### src/sv/cpid_pkg.sv
// Shared types and constants for the clamped PID step unit.
package cpid_pkg;

  localparam int unsigned GAIN_W  = 32;
  localparam int unsigned LIMIT_W = 31;
  localparam int unsigned ERR_W   = 32;
  localparam int unsigned MOTOR_W = 16;
  localparam int unsigned REG_IDX_W = 3;

  typedef logic signed [GAIN_W-1:0] gain_t;
  typedef logic [LIMIT_W-1:0]       limit_t;
  typedef logic signed [ERR_W-1:0]  err_t;

  // Operation carried in the input tuser bit.
  typedef enum logic {
    CMD_STEP  = 1'b0,
    CMD_CLEAR = 1'b1
  } cmd_t;

  // Configuration register indexes.
  typedef enum logic [REG_IDX_W-1:0] {
    REG_KP_GAIN        = 3'd0,
    REG_KI_GAIN        = 3'd1,
    REG_KD_GAIN        = 3'd2,
    REG_INTEGRAL_LIMIT = 3'd3,
    REG_OUTPUT_LIMIT   = 3'd4
  } reg_idx_t;

endpackage

### src/sv/cpid_mul_term.sv
// Registered gain multiply with a flooring shift by the fraction width.
module cpid_mul_term
  import cpid_pkg::*;
#(
  parameter int unsigned B_W       = 32,
  parameter int unsigned FRAC_BITS = 16,
  parameter int unsigned OUT_W     = 49
) (
  input  logic                    clk,
  input  logic                    en,
  input  gain_t                   gain,
  input  logic signed [B_W-1:0]   operand,
  output logic signed [OUT_W-1:0] term
);

  localparam int unsigned PROD_W = GAIN_W + B_W;

  logic signed [PROD_W-1:0] prod;

  // Dropping the low bits of a two's complement product rounds towards minus infinity.
  assign prod = gain * operand;

  always_ff @(posedge clk) begin
    if (en) begin
      term <= OUT_W'($signed(prod[PROD_W-1:FRAC_BITS]));
    end
  end

endmodule

### config.mk
export PLATFORM = sky130hd
export DESIGN_NAME = cpid_mul_term
export DESIGN_NICKNAME = d
export VERILOG_FILES = /design/src/sv/cpid_pkg.sv /design/src/sv/cpid_mul_term.sv
export SDC_FILE = /design/constraint.sdc
export NUM_CORES = 2
export LEC_CHECK = 0
export BUFFER_PORTS_ARGS = -buffer_cell sky130_fd_sc_hd__buf_2
export CAP_MARGIN = 20
export CORE_MARGIN = 5
export CORE_UTILIZATION = 45
export DETAILED_ROUTE_END_ITERATION = 16
export PLACE_DENSITY = 0.71
export SKIP_LAST_GASP = 1
export SLEW_MARGIN = 30
export SYNTH_ARGS = -nofsm -noshare
export SYNTH_HDL_FRONTEND = slang
export SYNTH_SLANG_ARGS = --single-unit
export TNS_END_PERCENT = 1
### constraint.sdc
create_clock -name clk -period 10.7 [get_ports clk]
set_input_delay 0.535 -clock clk [delete_from_list [all_inputs] [get_ports clk]]
set_output_delay 0.535 -clock clk [all_outputs]
set_load 0.1 [all_outputs]
# Word level (Yosys, flattened, before mapping)
# Index checks and enable logic that the tools add are counted.
dict set report totals {
  ram_bits 0
  wordCells 2
  register_bits 48
  input_bits 66
  rom_bits 0
  latchBits 0
  out_inout_bits 49
  mem_count 0
}
dict set report op_classes {
  reduce_logical 0
  n_shift 0
  mux 0
  add_sub_neg 0
  bitwise_logic 0
  n_lt_le_gt_ge 0
  eq_ne 0
  div 0
  multipliers 1
}
# op count
set op_table {}
lappend op_table {{32-bit by 32-bit multiplier with 64-bit output} 1}

# Depth between registers and ports, before layout
dict set report logic_depth {
  ltp_word 1
  ltp_mapped 27
  ltp_nobuf 26
}

# Worst setup path before layout
# OpenSTA, ideal clock, no wires.
dict set report synth_path {
  kind {input -> register}
  from {input port gain[31]}
  to {register term[47] (netlist name)}
  required_ns 10.440
  path_buffers 1
  setup_slack_ns 2.803
  cell_stages 27
  arrival_time_ns 7.637
  setup_time_ns 0.260
  path_cell_list {clkbuf_1 > nand2_1 > inv_1 > fa_1 > inv_1 > fa_1 > inv_1 > fa_1 > fa_1 > inv_1 > fa_1 > inv_1 > fa_1 > inv_1 > fa_1 > inv_1 > fa_1 > ha_1 > a21oi_1 > o211a_1 > o31ai_1 > a221oi_1 > a21oi_1 > o21ai_0 > o21ai_1 > o41a_1 > xnor2_1}
}
dict set report synth_via {
  elab_chain_cells 1
}
# item line_no
set synth_lines {}
lappend synth_lines {{start, declared} cpid_mul_term.sv:11} ;# input gain_t gain,
lappend synth_lines {{32-bit by 32-bit multiplier with 64-bit output} cpid_mul_term.sv:21} ;# assign prod = gain * operand;
lappend synth_lines {{net prod[63]} cpid_mul_term.sv:18} ;# logic signed [PROD_W-1:0] prod;
# The timed path passes the listed nets, and every way through them passes these cells.
# A chain may end at the register's enable or synchronous reset.

# Final worst setup path
dict set report layout_path {
  from {input port gain[31]}
  to {register term[47] (netlist name)}
}
dict set report layout_via {
  elab_chain_cells 1
}
# item line_no
set layout_lines {}
lappend layout_lines {{32-bit by 32-bit multiplier with 64-bit output} cpid_mul_term.sv:21}
lappend layout_lines {{net prod[63]} cpid_mul_term.sv:18}
# The timed path passes the listed nets, and every way through them passes these cells.

==> out/qor.yml <==
status: "finished, final reports clean"
synth-seq-area-share: 0.0390
critical_path_required_ns: 10.74
dr.pass1.iters: 5
cts_buffers: 5
synthTopCellsByArea: "fa_1 59%, inv_1 9.6%, and2_1 8.7%"
antenna_found_initial: 7
worst_pin_slew_ns: 0.904
port-buffer-count: 114
max_slew_margin: 0.398
cap_violations: 0
ys.flop_type: "edfxtp_1"
synth_top_area_share: 0.585
clk_pin_slew_ns: 0.06
synthDistinctLibCells: 55
syn_area_per_cell_um2: 9.68
post_cts.repair.setup_buffers: 0
via_count: 25400
ys_async_sr_fraction: 0
min_period_ns: 8.63
cts_tree: "done"
grt_max_degree: 49
cpMaxStageDelayCell: "fa_1"
arrival_ns: 8.66
synth_common_cells: "1081 x fa_1, 950 x inv_1, 513 x nand2_1"
ios: 115
syn_nets: 5148
drv_slew: 0
rows: 105
path_max_fanout: 32
dr.first_iter.drc_count: 1385
hold_viol_final: 0
largest_reg_flops: 48
yosys.area.top_type: "fa_1"
worstSetupEndpointType: "register"
top_register: "term"
core_um2: 81800
synth-warning-count: 0
synthAdderAreaFrac: 0.646
critPathLaunchType: "input port"
min_path_cells: 2
drc: 0
grt_pass1_wl_mm: 158
syn_area_um2: 37000
clock-root-buffer: "clkbuf_16"
slowest_delay_ns: 0.78
grt_usage: 0.228
gp_congestion: 0.939
nets: 5082
die_x_um: 297
hpwlAfterDp_mm: 79.5
cts_htree_levels: 2
path_class: "in -> reg"
period_share: 0.806
initial_core_util: 0.452
whs_ns: 0.868
ctsHoldBuffers: 0
finalSetupViolCount: 0
syn2layout_area_growth_pct: 3.84
ant_nets: 0
yosys.area_share.simple: 0.155
synth-xor-area-share: 0.0149
viasPerCell: 5.26
max_freq_mhz: 116
die_h_um: 297
cts_sinks: 48
rsz0062_at_grt: "false"
yosysMostFrequentCell: "fa_1"
drive_above_1_share: 0.0397
synth_edf_count: 48
synth_seq_cells: 48
reg.largest.list: "term x48"
overflow: 0
final.setup.tns_ns: 0
grt_pass1_vias: 29100
clk_path_buf_depth: 2
synth_top_family_by_area: "adder cells"
synth-compound-area-share: 0.0279
hp-class: "in -> reg"
synthMuxAreaShare: 0
postSynthCellCount: 3821
crit_top_cell: "fa_1"
cts_resized: 0
wl_per_cell_um: 20.1
die_area_um2: 88000
routed_wirelength_mm: 97.0
[worst paths after layout]
path	from	end	slack, ns
max	gain[31]	term[47]	2.07
min	en	term[36]	0.87
[cell type report]
type                    instances  area, µm²
repair buffers                133        713
multi-input cells            2617      31200
flip-flops and latches         48       1440
clock inverters                 2       12.5
clock buffers                   5        125
diodes                          3       7.51
inverters                     950       3570
fillers                      7661      43400
well taps                    1070       1340
[metrics by stage]
step / util / cell area (µm²) / instances / setup WS [ns]
finish: 0.469 / 38400 / 4828 / 2.07
CTS: 0.469 / 38400 / 4825 / 2.05
detailed placement: 0.468 / 38300 / 4818 / 1.75
global placement: 0.468 / 38300 / 4818 / 1.95
global route: 0.469 / 38400 / 4825 / 1.55
floorplan: - / 37000 / 3821 / 2.80
[kinds of logic after synthesis]
kind of cell | Yosys count
flip-flops | 48
adder cells (fa/ha/maj) | 1261
AO/OA/AOI/OAI | 153
buffers and inverters | 1156
AND/OR/NAND/NOR | 1140
XOR/XNOR | 63
[critical path: cells and delay by family]
| kind | cells | cell delay (ns) |
|---|---|---|
| AOI/OAI and AO/OA | 8 | 1.49 |
| xor gates and xnor gates | 1 | 0.13 |
| adders and majority gates | 9 | 4.58 |
| buffers and inverters | 8 | 1.63 |
| and+or+nand+nor | 1 | 0.27 |
[per-layer routing]
metal | part of all wire | track usage | up-vias
li1 | - | - | 10700
met5 | 0.00039 | 0 | -
met4 | 0.055 | 0.103 | 6
met2 | 0.52 | 0.407 | 905
met3 | 0.055 | 0.0321 | 270
met1 | 0.37 | 0.275 | 13500
[placed cells by master (no fill, tap or decap), types with 3 or more instances in the layout]
master / instances
fa_1: 1081
inv_1: 950
nand2_1: 513
and2_1: 512
ha_1: 180
buf_2: 114
a21oi_1: 48
edfxtp_1: 48
nor2_1: 46
xnor2_1: 40
o21ai_0: 26
xor2_1: 23
a21o_1: 21
buf_4: 19
nand4_1: 14
nand2b_1: 12
nand3_1: 12
o21bai_1: 8
nor3_1: 7
and3_1: 7
o21a_1: 6
a211oi_1: 5
clkbuf_16: 5
nor2b_1: 4
diode_2: 3
o2111ai_1: 3
nand4b_1: 3
o211a_1: 3
o211ai_1: 3
o31ai_1: 3
a221oi_1: 3
nor4_1: 3
Power is not shown: default switching activity piles up to over one toggle a cycle in this logic, so the estimate is an artifact.
